**src/sv/assert_macros.svh**
```systemverilog
// Assertion macros shared by the RTL files of the key escape decoder.
// Each macro checks one property on the rising edge of clock, with reset masking it.
`ifndef ASSERT_MACROS_SVH
`define ASSERT_MACROS_SVH

// An immediate-style check of a condition on every clock edge out of reset.
`define CHECK_ALWAYS(label, cond) \
   label: assert property (@(posedge clock) disable iff (reset) (cond)) \
      else $error("check failed: condition does not hold");

// An implication checked on every clock edge out of reset.
`define CHECK_IMPLIES(label, ante, cons) \
   label: assert property (@(posedge clock) disable iff (reset) (ante) |-> (cons)) \
      else $error("check failed: implication does not hold");

// A next-cycle implication checked on every clock edge out of reset.
`define CHECK_NEXT(label, ante, cons) \
   label: assert property (@(posedge clock) disable iff (reset) (ante) |=> (cons)) \
      else $error("check failed: next-cycle implication does not hold");

`endif

```
**src/sv/vtkd_pkg.sv**
```systemverilog
package vtkd_pkg;

   // Decoder modes of the escape-sequence state machine.
   typedef enum logic [3:0] {
      MODE_GROUND  = 4'd0,
      MODE_ESC     = 4'd1,
      MODE_SS2     = 4'd2,
      MODE_SS3     = 4'd3,
      MODE_DCS     = 4'd4,
      MODE_CSI_PAR = 4'd5,
      MODE_CSI_INT = 4'd6,
      MODE_CSI_FIN = 4'd7,
      MODE_ST      = 4'd8,
      MODE_OSC     = 4'd9,
      MODE_SOS     = 4'd10,
      MODE_PM      = 4'd11,
      MODE_APC     = 4'd12
   } mode_type;

   // Key codes reported in key_kind.
   localparam logic [3:0] KEY_BACK   = 4'd0;
   localparam logic [3:0] KEY_RETURN = 4'd1;
   localparam logic [3:0] KEY_ESCAPE = 4'd2;
   localparam logic [3:0] KEY_DELETE = 4'd3;
   localparam logic [3:0] KEY_UP     = 4'd4;
   localparam logic [3:0] KEY_DOWN   = 4'd5;
   localparam logic [3:0] KEY_RIGHT  = 4'd6;
   localparam logic [3:0] KEY_LEFT   = 4'd7;
   localparam logic [3:0] KEY_HOME   = 4'd8;
   localparam logic [3:0] KEY_END    = 4'd9;
   localparam logic [3:0] KEY_PGUP   = 4'd10;
   localparam logic [3:0] KEY_PGDN   = 4'd11;

   // Byte values of the terminal protocol.
   localparam logic [7:0] BYTE_BS        = 8'h08;
   localparam logic [7:0] BYTE_CR        = 8'h0d;
   localparam logic [7:0] BYTE_ESC       = 8'h1b;
   localparam logic [7:0] BYTE_DEL       = 8'h7f;
   localparam logic [7:0] BYTE_PAR_LO    = 8'h30;
   localparam logic [7:0] BYTE_PAR_HI    = 8'h3f;
   localparam logic [7:0] BYTE_INT_LO    = 8'h20;
   localparam logic [7:0] BYTE_INT_HI    = 8'h2f;
   localparam logic [7:0] BYTE_CHAR_N    = 8'h4e;
   localparam logic [7:0] BYTE_CHAR_O    = 8'h4f;
   localparam logic [7:0] BYTE_CHAR_P    = 8'h50;
   localparam logic [7:0] BYTE_CHAR_X    = 8'h58;
   localparam logic [7:0] BYTE_LBRACKET  = 8'h5b;
   localparam logic [7:0] BYTE_BACKSLASH = 8'h5c;
   localparam logic [7:0] BYTE_RBRACKET  = 8'h5d;
   localparam logic [7:0] BYTE_CARET     = 8'h5e;
   localparam logic [7:0] BYTE_UNDERLINE = 8'h5f;
   localparam logic [7:0] BYTE_CHAR_A    = 8'h41;
   localparam logic [7:0] BYTE_CHAR_B    = 8'h42;
   localparam logic [7:0] BYTE_CHAR_C    = 8'h43;
   localparam logic [7:0] BYTE_CHAR_D    = 8'h44;
   localparam logic [7:0] BYTE_TILDE     = 8'h7e;
   localparam logic [7:0] BYTE_DIGIT_1   = 8'h31;
   localparam logic [7:0] BYTE_DIGIT_4   = 8'h34;
   localparam logic [7:0] BYTE_DIGIT_5   = 8'h35;
   localparam logic [7:0] BYTE_DIGIT_6   = 8'h36;

   // One decoded key or character.
   typedef struct packed {
      logic       is_key;
      logic [3:0] key_kind;
      logic [7:0] char_code;
   } key_result_type;

   // Decoder output toward the result register.
   typedef struct packed {
      logic           emit;
      key_result_type result;
   } decode_out_type;

endpackage

```
**src/sv/vtkd_in_reg.sv**
```systemverilog
module vtkd_in_reg
   import vtkd_pkg::*;
(
   input  logic       clock,
   input  logic       reset,
   input  logic       req_valid,
   output logic       req_ready,
   input  logic [7:0] req_rx_byte,
   input  logic       advance,
   output logic       byte_valid,
   output logic [7:0] byte_data
);

   logic       valid_ff;
   logic       valid_in;
   logic [7:0] byte_ff;
   logic       take;

   // The register frees up whenever its byte moves on to the decoder.
   assign req_ready = !valid_ff || advance;
   assign take      = req_valid && req_ready;
   assign valid_in  = take || (valid_ff && !advance);

   always_ff @(posedge clock) begin
      if (reset) begin
         valid_ff <= 1'b0;
      end else begin
         valid_ff <= valid_in;
      end
   end

   // Payload register loads on every accepted transaction.
   always_ff @(posedge clock) begin
      if (take) begin
         byte_ff <= req_rx_byte;
      end
   end

   assign byte_valid = valid_ff;
   assign byte_data  = byte_ff;

endmodule

```
**src/sv/vtkd_decode.sv**
```systemverilog
`include "assert_macros.svh"

module vtkd_decode
   import vtkd_pkg::*;
#(
   parameter int PARAM_CAPACITY = 32
)
(
   input  logic           clock,
   input  logic           reset,
   input  logic           advance,
   input  logic [7:0]     byte_data,
   output decode_out_type dec_out
);

   localparam int LEN_W = $clog2(PARAM_CAPACITY);
   localparam logic [LEN_W-1:0] LEN_MAX = LEN_W'(PARAM_CAPACITY - 1);
   localparam logic [LEN_W-1:0] LEN_ONE = LEN_W'(1);

   mode_type         mode_ff;
   mode_type         mode_in;
   logic [LEN_W-1:0] len_ff;
   logic [LEN_W-1:0] len_in;
   logic [7:0]       first_ff;
   logic [7:0]       first_in;
   logic             found;
   key_result_type   res;
   logic             go_int;
   logic             go_fin;

   // State register; it moves only when a byte is consumed.
   always_ff @(posedge clock) begin
      if (reset) begin
         mode_ff  <= MODE_GROUND;
         len_ff   <= '0;
         first_ff <= '0;
      end else if (advance) begin
         mode_ff  <= mode_in;
         len_ff   <= len_in;
         first_ff <= first_in;
      end
   end

   // Next mode and key.  A byte that closes the parameter or intermediate
   // phase falls through into the following phase in the same cycle.
   always_comb begin
      mode_in  = mode_ff;
      len_in   = len_ff;
      first_in = first_ff;
      found    = 1'b0;
      res      = '0;
      go_int   = 1'b0;
      go_fin   = 1'b0;
      case (mode_ff)
         MODE_GROUND: begin
            if (byte_data == BYTE_BS) begin
               found        = 1'b1;
               res.is_key   = 1'b1;
               res.key_kind = KEY_BACK;
            end else if (byte_data == BYTE_CR) begin
               found        = 1'b1;
               res.is_key   = 1'b1;
               res.key_kind = KEY_RETURN;
            end else if (byte_data == BYTE_ESC) begin
               mode_in = MODE_ESC;
            end else if (byte_data == BYTE_DEL) begin
               found        = 1'b1;
               res.is_key   = 1'b1;
               res.key_kind = KEY_DELETE;
            end else begin
               found         = 1'b1;
               res.char_code = byte_data;
            end
         end
         MODE_ESC: begin
            case (byte_data)
               BYTE_ESC: begin
                  found        = 1'b1;
                  res.is_key   = 1'b1;
                  res.key_kind = KEY_ESCAPE;
                  mode_in      = MODE_GROUND;
               end
               BYTE_CHAR_N:    mode_in = MODE_SS2;
               BYTE_CHAR_O:    mode_in = MODE_SS3;
               BYTE_CHAR_P:    mode_in = MODE_DCS;
               BYTE_LBRACKET: begin
                  len_in  = '0;
                  mode_in = MODE_CSI_PAR;
               end
               BYTE_BACKSLASH: mode_in = MODE_ST;
               BYTE_RBRACKET:  mode_in = MODE_OSC;
               BYTE_CHAR_X:    mode_in = MODE_SOS;
               BYTE_CARET:     mode_in = MODE_PM;
               BYTE_UNDERLINE: mode_in = MODE_APC;
               default:        mode_in = MODE_GROUND;
            endcase
         end
         MODE_CSI_PAR: begin
            if (byte_data >= BYTE_PAR_LO && byte_data <= BYTE_PAR_HI) begin
               if (len_ff < LEN_MAX) begin
                  if (len_ff == '0) begin
                     first_in = byte_data;
                  end
                  len_in = len_ff + LEN_ONE;
               end
            end else begin
               go_int = 1'b1;
            end
         end
         MODE_CSI_INT: go_int = 1'b1;
         MODE_CSI_FIN: go_fin = 1'b1;
         default:      mode_in = MODE_GROUND;
      endcase

      // Intermediate bytes are skipped; anything else is the final byte.
      if (go_int) begin
         if (byte_data >= BYTE_INT_LO && byte_data <= BYTE_INT_HI) begin
            mode_in = MODE_CSI_INT;
         end else begin
            go_fin = 1'b1;
         end
      end

      // Final byte of a control sequence: arrows or tilde keys.
      if (go_fin) begin
         mode_in = MODE_GROUND;
         if (byte_data == BYTE_CHAR_A) begin
            found        = 1'b1;
            res.is_key   = 1'b1;
            res.key_kind = KEY_UP;
         end else if (byte_data == BYTE_CHAR_B) begin
            found        = 1'b1;
            res.is_key   = 1'b1;
            res.key_kind = KEY_DOWN;
         end else if (byte_data == BYTE_CHAR_C) begin
            found        = 1'b1;
            res.is_key   = 1'b1;
            res.key_kind = KEY_RIGHT;
         end else if (byte_data == BYTE_CHAR_D) begin
            found        = 1'b1;
            res.is_key   = 1'b1;
            res.key_kind = KEY_LEFT;
         end else if (byte_data == BYTE_TILDE && len_ff == LEN_ONE) begin
            if (first_ff == BYTE_DIGIT_1) begin
               found        = 1'b1;
               res.is_key   = 1'b1;
               res.key_kind = KEY_HOME;
            end else if (first_ff == BYTE_DIGIT_4) begin
               found        = 1'b1;
               res.is_key   = 1'b1;
               res.key_kind = KEY_END;
            end else if (first_ff == BYTE_DIGIT_5) begin
               found        = 1'b1;
               res.is_key   = 1'b1;
               res.key_kind = KEY_PGUP;
            end else if (first_ff == BYTE_DIGIT_6) begin
               found        = 1'b1;
               res.is_key   = 1'b1;
               res.key_kind = KEY_PGDN;
            end
         end
      end
   end

   assign dec_out.emit   = advance && found;
   assign dec_out.result = res;

   // The parameter count saturates below the capacity.
   `CHECK_ALWAYS(a_len_saturates, len_ff <= LEN_MAX)
   // The final phase is always resolved in the same cycle, so it is never stored.
   `CHECK_ALWAYS(a_no_stored_final, mode_ff != MODE_CSI_FIN)
   // A key leaves the character field clear, a character leaves the key field clear.
   `CHECK_IMPLIES(a_key_fields, dec_out.emit && dec_out.result.is_key,
      dec_out.result.char_code == '0)
   `CHECK_IMPLIES(a_char_fields, dec_out.emit && !dec_out.result.is_key,
      dec_out.result.key_kind == '0)
   // A control sequence always starts with a cleared parameter count.
   `CHECK_NEXT(a_csi_clears, advance && mode_ff == MODE_ESC && byte_data == BYTE_LBRACKET,
      len_ff == '0)

endmodule

```
**src/sv/vtkd_out_reg.sv**
```systemverilog
module vtkd_out_reg
   import vtkd_pkg::*;
(
   input  logic           clock,
   input  logic           reset,
   input  decode_out_type dec_out,
   output logic           out_busy,
   output logic           rsp_valid,
   input  logic           rsp_ready,
   output logic           rsp_is_key,
   output logic [3:0]     rsp_key_kind,
   output logic [7:0]     rsp_char_code
);

   logic           valid_ff;
   logic           valid_in;
   key_result_type result_ff;

   // The register holds a result until the transaction completes.
   assign out_busy = valid_ff && !rsp_ready;
   assign valid_in = dec_out.emit || (valid_ff && !rsp_ready);

   always_ff @(posedge clock) begin
      if (reset) begin
         valid_ff <= 1'b0;
      end else begin
         valid_ff <= valid_in;
      end
   end

   always_ff @(posedge clock) begin
      if (dec_out.emit) begin
         result_ff <= dec_out.result;
      end
   end

   assign rsp_valid     = valid_ff;
   assign rsp_is_key    = result_ff.is_key;
   assign rsp_key_kind  = result_ff.key_kind;
   assign rsp_char_code = result_ff.char_code;

endmodule

```
**src/sv/vt100_key_escape_decoder.sv**
```systemverilog
// Channel   | Ports                                        | Direction
// ----------+----------------------------------------------+----------
// request   | req_valid, req_ready, req_rx_byte            | in
// response  | rsp_valid, rsp_ready, rsp_is_key,            | out
//           | rsp_key_kind, rsp_char_code                  |
//
// One byte per cycle while the response is not stalled: a byte is decoded while it
// sits in the input register, and its key or character, if any, is loaded into the
// result register at the next clock edge. The state update is combinational logic
// between the input register and the result register.
// Synchronous reset puts the decoder in ground state with an empty parameter.
// A stalled response holds the decoder; the input register still takes one byte.

`include "assert_macros.svh"

module vt100_key_escape_decoder
   import vtkd_pkg::*;
#(
   parameter int PARAM_CAPACITY = 32
)
(
   input  logic       clock,
   input  logic       reset,
   input  logic       req_valid,
   output logic       req_ready,
   input  logic [7:0] req_rx_byte,
   output logic       rsp_valid,
   input  logic       rsp_ready,
   output logic       rsp_is_key,
   output logic [3:0] rsp_key_kind,
   output logic [7:0] rsp_char_code
);

   logic           byte_valid;
   logic [7:0]     byte_data;
   logic           advance;
   logic           out_busy;
   decode_out_type dec_out;

   // A byte is decoded when the result register can take whatever it yields.
   assign advance = byte_valid && !out_busy;

   vtkd_in_reg u_in_reg (
      .clock       (clock),
      .reset       (reset),
      .req_valid   (req_valid),
      .req_ready   (req_ready),
      .req_rx_byte (req_rx_byte),
      .advance     (advance),
      .byte_valid  (byte_valid),
      .byte_data   (byte_data)
   );

   vtkd_decode #(
      .PARAM_CAPACITY (PARAM_CAPACITY)
   ) u_decode (
      .clock     (clock),
      .reset     (reset),
      .advance   (advance),
      .byte_data (byte_data),
      .dec_out   (dec_out)
   );

   vtkd_out_reg u_out_reg (
      .clock         (clock),
      .reset         (reset),
      .dec_out       (dec_out),
      .out_busy      (out_busy),
      .rsp_valid     (rsp_valid),
      .rsp_ready     (rsp_ready),
      .rsp_is_key    (rsp_is_key),
      .rsp_key_kind  (rsp_key_kind),
      .rsp_char_code (rsp_char_code)
   );

   // A new result is never produced over one that is still stalled.
   `CHECK_IMPLIES(a_no_overwrite, rsp_valid && !rsp_ready, !dec_out.emit)
   // A pending byte with a free result register is always decoded.
   `CHECK_IMPLIES(a_no_idle, byte_valid && !rsp_valid, advance)
   // A decoded key shows up on the response port in the next cycle.
   `CHECK_NEXT(a_emit_shows, dec_out.emit, rsp_valid)

endmodule
```
**config.mk**
```make
export PLATFORM = sky130hd
export DESIGN_NAME = vt100_key_escape_decoder
export DESIGN_NICKNAME = d
export VERILOG_FILES = /design/src/sv/vtkd_pkg.sv /design/src/sv/vtkd_in_reg.sv /design/src/sv/vtkd_decode.sv /design/src/sv/vtkd_out_reg.sv /design/src/sv/vt100_key_escape_decoder.sv
export VERILOG_INCLUDE_DIRS = /design/src /design/src/sv
export SDC_FILE = /design/constraint.sdc
export NUM_CORES = 1
export LEC_CHECK = 0
export BUFFER_PORTS_ARGS = -buffer_cell sky130_fd_sc_hd__buf_2
export CAP_MARGIN = 40
export CORE_MARGIN = 5
export CORE_UTILIZATION = 29
export DETAILED_ROUTE_END_ITERATION = 8
export GPL_TIMING_DRIVEN = 0
export MAX_ROUTING_LAYER = met4
export SLEW_MARGIN = 30
export SYNTH_ARGS = -nofsm -noshare
export SYNTH_HDL_FRONTEND = slang
export SYNTH_HIERARCHICAL = 1
export SYNTH_SLANG_ARGS = --single-unit
```
**constraint.sdc**
```tcl
create_clock -name clock -period 3.8 [get_ports clock]
set_input_delay 0.76 -clock clock [delete_from_list [all_inputs] [get_ports clock]]
set_output_delay 0.76 -clock clock [all_outputs]
set_load 0.03 [all_outputs]
```
**Yosys cells after proc, flatten, opt, wreduce, memory -nomap -nowiden**

Index checks and enable logic that the tools add are counted.

- $add $sub $neg: 1
- Equal/unequal tests: 30
- Multiplexer cells: 49
- $lt $le $gt $ge: 5
- Bitwise operators: 1
- Reduce and logical (&&, ||, !) cells: 22

Operator list:

| cell | count |
|---|---|
| equality test 8 x 7 -> 1 bit, second input constant | 15 |
| 2-to-1 mux 5 bit | 17 |
| one-hot mux 4 bit (9 select lines) | 1 |
| equality test 8 x 6 -> 1 bit, second input constant | 4 |
| 2-to-1 mux 4 bit | 6 |
| one-hot mux 5 bit (2 select lines) | 2 |
| 2-to-1 mux 1 bit | 18 |
| equality test 8 x 4 -> 1 bit, second input constant | 2 |
| >= comparator 8 x 6 -> 1 bit, second input constant | 2 |
| less-or-equal comparator 8 x 6 -> 1 bit, second input constant | 2 |
| 2-to-1 mux 13 bit | 1 |
| equality test 4 x 3 -> 1 bit, second input constant | 3 |
| one-hot mux 4 bit (3 select lines) | 1 |
| AND reduction 5 bit | 2 |
| equality test 8 x 5 -> 1 bit, second input constant | 1 |
| logical AND 1 bit | 8 |
| 2-to-1 mux 8 bit | 1 |
| adder 5 x 1 -> 5 bit, second input constant | 1 |
| equality test 5 x 1 -> 1 bit, second input constant | 1 |
| logical NOT 5 bit | 1 |
| < comparator 5 bit, second input constant | 1 |
| OR reduction 5 bit | 1 |
| equality test 4 x 1 -> 1 bit, second input constant | 1 |
| logical NOT 1 bit | 4 |
| other kinds (8) | 12 |

- Input port bits: 12
- Register bits: 40
- Output and inout port bits: 15
- Logic and storage cells: 117

**Longest topological paths before layout**

- Word-level depth: 17
- Depth in mapped cells: 7
- Depth with buffers taken out: 7

**Modules after synthesis**

Netlist, hierarchy kept.

By module, submodules not included:

| module | area each (µm²) | cells an instance | times used |
|---|---|---|---|
| vtkd_decode | 1527.7 | 195 | 1 |
| vtkd_out_reg | 434.2 | 16 | 1 |
| vtkd_in_reg | 295.3 | 13 | 1 |
| vt100_key_escape_decoder | 13.8 | 1 | 1 |

**Worst setup path after synthesis**

Ideal clock, no wire load.

- Path kind: flip-flop to flip-flop
- From: reg u_in_reg.byte_ff[5] (netlist: u_in_reg/byte_data[5])
- To: reg u_out_reg.result_ff, in the netlist u_out_reg/rsp_char_code[0], enable pin
- Setup time: 393 ps
- Stages on the path, launching flop included: 6
- Slack: 1143 ps
- Data arrival time: 2264 ps
- Data required time: 3407 ps
- Cells stage by stage: edfxtp_1 or4b_1 buf_2 nor3b_1 a21oi_1 a31oi_1

RTL lines:

| what | RTL line | RTL |
|---|---|---|
| start, declared | vtkd_in_reg.sv:16 | `logic [7:0] byte_ff;` |
| start signal, assigned | vtkd_in_reg.sv:35 | `byte_ff <= req_rx_byte;` |
| end signal, assigned | vtkd_out_reg.sv:33 | `result_ff <= dec_out.result;` |
| end, declared | vtkd_out_reg.sv:17 | `key_result_type result_ff;` |

==> results.json <==
{
  "tightest_slew_ps": 675,
  "yosysTopAreaCell": "edfxtp_1",
  "synth_area_um2": 2270,
  "cts_tree": "yes",
  "pwr-share-clk_pct": 30.7,
  "synthFlopType": "edfxtp_1",
  "grt_max_degree": 13,
  "post-route-period-util_pct": 72.0,
  "synth.most_common_cell": "edfxtp_1",
  "fp.dieArea_um2": 9700,
  "powerDensity_nw_per_um2": 325,
  "ant_nets": 0,
  "routedWlPerCell_um": 13.7,
  "path_clk_slew_ps": 70,
  "syn2layout_area_growth_pct": 15.9,
  "p_leak_nw": 0.882,
  "die-height_um": 98.5,
  "hpwl_um": 3710,
  "clk_path_buf_depth": 2,
  "synth_cells": 225,
  "ios": 27,
  "cp_cell_sequence": "or3b_2 -> a2111oi_1 -> a21oi_1 -> a31oi_2 -> buf_6",
  "slew-limit-headroom_pct": 54.6,
  "ys_async_sr_fraction_pct": 0,
  "antenna_found_initial": 0,
  "ctsRootBufferMaster": "clkbuf_8",
  "syn_nets": 240,
  "ys_seq_elements": 40,
  "crit_family": "compound AO/OA/AOI/OAI gates",
  "fmax_mhz": 365,
  "post_cts_buffers": 0,
  "switching_share_pct": 25.2,
  "cap_violations": 0,
  "synthDistinctLibCells": 61,
  "min_path_type": "reg -> reg",
  "fin_setup_tns_ps": 0,
  "slew_viol_final": 0,
  "clock_skew_ps": 3.92,
  "synth_area_leaders": "edfxtp_1 28%, dfxtp_1 17%, mux2i_1 3.1%, and2_1 2.8%, nor2_1 2.6%",
  "wirelength_um": 4970,
  "worst_ep_required_time_ps": 3810,
  "initial_utilization_pct": 29.5,
  "vdd_ir_drop_max_mv": 0.227,
  "status": "complete, no violations",
  "ctsResizeCount": 0,
  "whs_ps": 487,
  "drc": 0,
  "place_congestion": 0.844,
  "cts_buffers": 5,
  "synth-edff-count": 21,
  "fillers": 792,
  "synthTopCellsByCount": "21 x edfxtp_1, 19 x dfxtp_1, 16 x nor2_1, 12 x nand2_1, 10 x and2_1",
  "viasPerCell": 5.04,
  "cp_data_arrival_time_ps": 2740,
  "endpoint_kind": "flop",
  "switching_power_uw": 216,
  "rows": 32,
  "worstSetupStartpointType": "flop",
  "worstSetupPathType": "reg -> reg",
  "clk_latency_ps": 290,
  "power_frac_seq_pct": 56.2,
  "pre_cts_ws_ps": 911,
  "drive_gt1_share_pct": 21.5,
  "rsz0062_at_grt": "false",
  "postCtsHoldBufs": 0,
  "first_global_vias": 1746,
  "pwr-share-comb_pct": 13.1,
  "diodes": 0,
  "num_vias": 1831,
  "drt-initial-drc-count": 164,
  "cp_num_buf_inv": 1,
  "numPortBuffers": 26,
  "coreArea_um2": 7690,
  "synth_seq_area_share_pct": 44.5,
  "cp_slowest_cell": "or3b_2",
  "grt_usage_pct": 11.0,
  "setup_viol": 0,
  "clock_sinks": 40,
  "synth_top_area_share_pct": 27.8,
  "worstPathMaxFanout": 9,
  "fin_nets": 275,
  "grt_overflow_total": 0,
  "yosysWarningCount": 6,
  "die_w_um": 98.5,
  "finalHoldViolCount": 0,
  "grt_pass1_wl_um": 8430,
  "intPower_uw": 640,
  "syn_avg_cell_area_um2": 10.1,
  "setup_slack_ps": 1060,
  "drtPass1Iterations": 5,
  "slowest_delay_ps": 570,
  "layout_min_cycle_time_ps": 2740,
  "htreeDepth": 2
}
-- area by class of cell --
type                       count  area (um^2)  area share, %
timing repair buffer          28          146           5.56
clock inverter                 1         5.00          0.190
multi-input combinational    160         1160           44.1
sequential                    40         1010           38.4
inverter                       9         33.8           1.28
tap                          102          128           4.85
buffer                        16         72.6           2.76
clock buffer                   7         76.3           2.90
-- logic make-up (layout without fill, tap and decap cells) --
logic type               Yosys count  in the layout  synth area share [%]
adder cells (fa/ha/maj)            3              3                  1.65
AO/OA/AOI/OAI                     45             45                  14.4
AND/OR/NAND/NOR                  101            101                  30.0
multiplexers                       8              8                  3.58
buffers and inverters             25             61                  4.68
XOR/XNOR                           3              3                  1.16
flip-flops                        40             40                  44.5
-- cell usage in the layout (no fill, tap or decap), drive strengths merged, types with 4 or more instances in the layout --
cell / count
a21oi: 8
a31oi: 5
and2: 11
buf: 37
clkbuf: 14
dfxtp: 19
edfxtp: 21
inv: 9
mux2i: 7
nand2: 12
nand2b: 6
nand3: 6
nand3b: 4
nand4: 4
nand4b: 6
nor2: 16
nor2b: 6
nor3: 6
nor3b: 4
o21ai: 5
or4b: 4
-- registers in the layout, indices dropped and copies added, names as in the netlist --
name	count
u_decode/first_ff	8
u_in_reg/byte_valid	1
u_out_reg/rsp_char_code	8
u_decode/mode_ff	4
u_out_reg/rsp_valid	1
u_out_reg/rsp_key_kind	4
u_out_reg/rsp_is_key	1
u_in_reg/byte_data	8
u_decode/len_ff	5
-- stage by stage --
| step | cells | util (%) | total power [mW] | area (um^2) |
|---|---|---|---|---|
| after floorplan | 225 | - | 0.567 | 2270 |
| after global placement | 353 | 32.9 | 0.599 | 2530 |
| after detailed placement | 354 | 33.1 | 0.603 | 2550 |
| after CTS | 362 | 34.2 | 0.871 | 2630 |
| after global routing | 363 | 34.2 | 0.899 | 2630 |
| final | 363 | 34.2 | 0.856 | 2630 |
-- worst paths after layout --
kind                                               to  cells after the start                               from  slack [ps]
hold / removal      u_decode/first_ff[6]$_SDFFE_PP0P_                      1  u_decode/first_ff[6]$_SDFFE_PP0P_         490
hold reg to reg     u_decode/first_ff[6]$_SDFFE_PP0P_                      1  u_decode/first_ff[6]$_SDFFE_PP0P_         490
setup reg to reg  u_out_reg/rsp_key_kind[0]$_DFFE_PP_                      5    u_in_reg/byte_data[5]$_DFFE_PP_        1060
setup / recovery  u_out_reg/rsp_key_kind[0]$_DFFE_PP_                      5    u_in_reg/byte_data[5]$_DFFE_PP_        1060
-- worst register-to-register path, stage by stage (launching register included) --
cell       delay [ps]
edfxtp_1          510
or3b_2            570
a2111oi_1         450
a21oi_1           190
a31oi_2           510
buf_6             220
-- metal layers --
metal	GRT usage [%]	share of wire [%]	vias up
met4	4.83	1.6	0
met1	15.2	48	838
met3	2.05	6.0	5
met5	-	0	-
met2	15.7	44	68
li1	-	-	920
-- power groups by stage --
stage | logic (mW) | clock network [mW] | registers (mW)
6_report | 0.112 | 0.263 | 0.481
5_1_grt | 0.121 | 0.295 | 0.483
4_1_cts | 0.112 | 0.278 | 0.481
3_5_place_dp | 0.112 | 0 | 0.491
3_3_place_gp | 0.109 | 0 | 0.491
2_1_floorplan | 0.0601 | 0 | 0.507
Power figures use the tool's default switching activity.
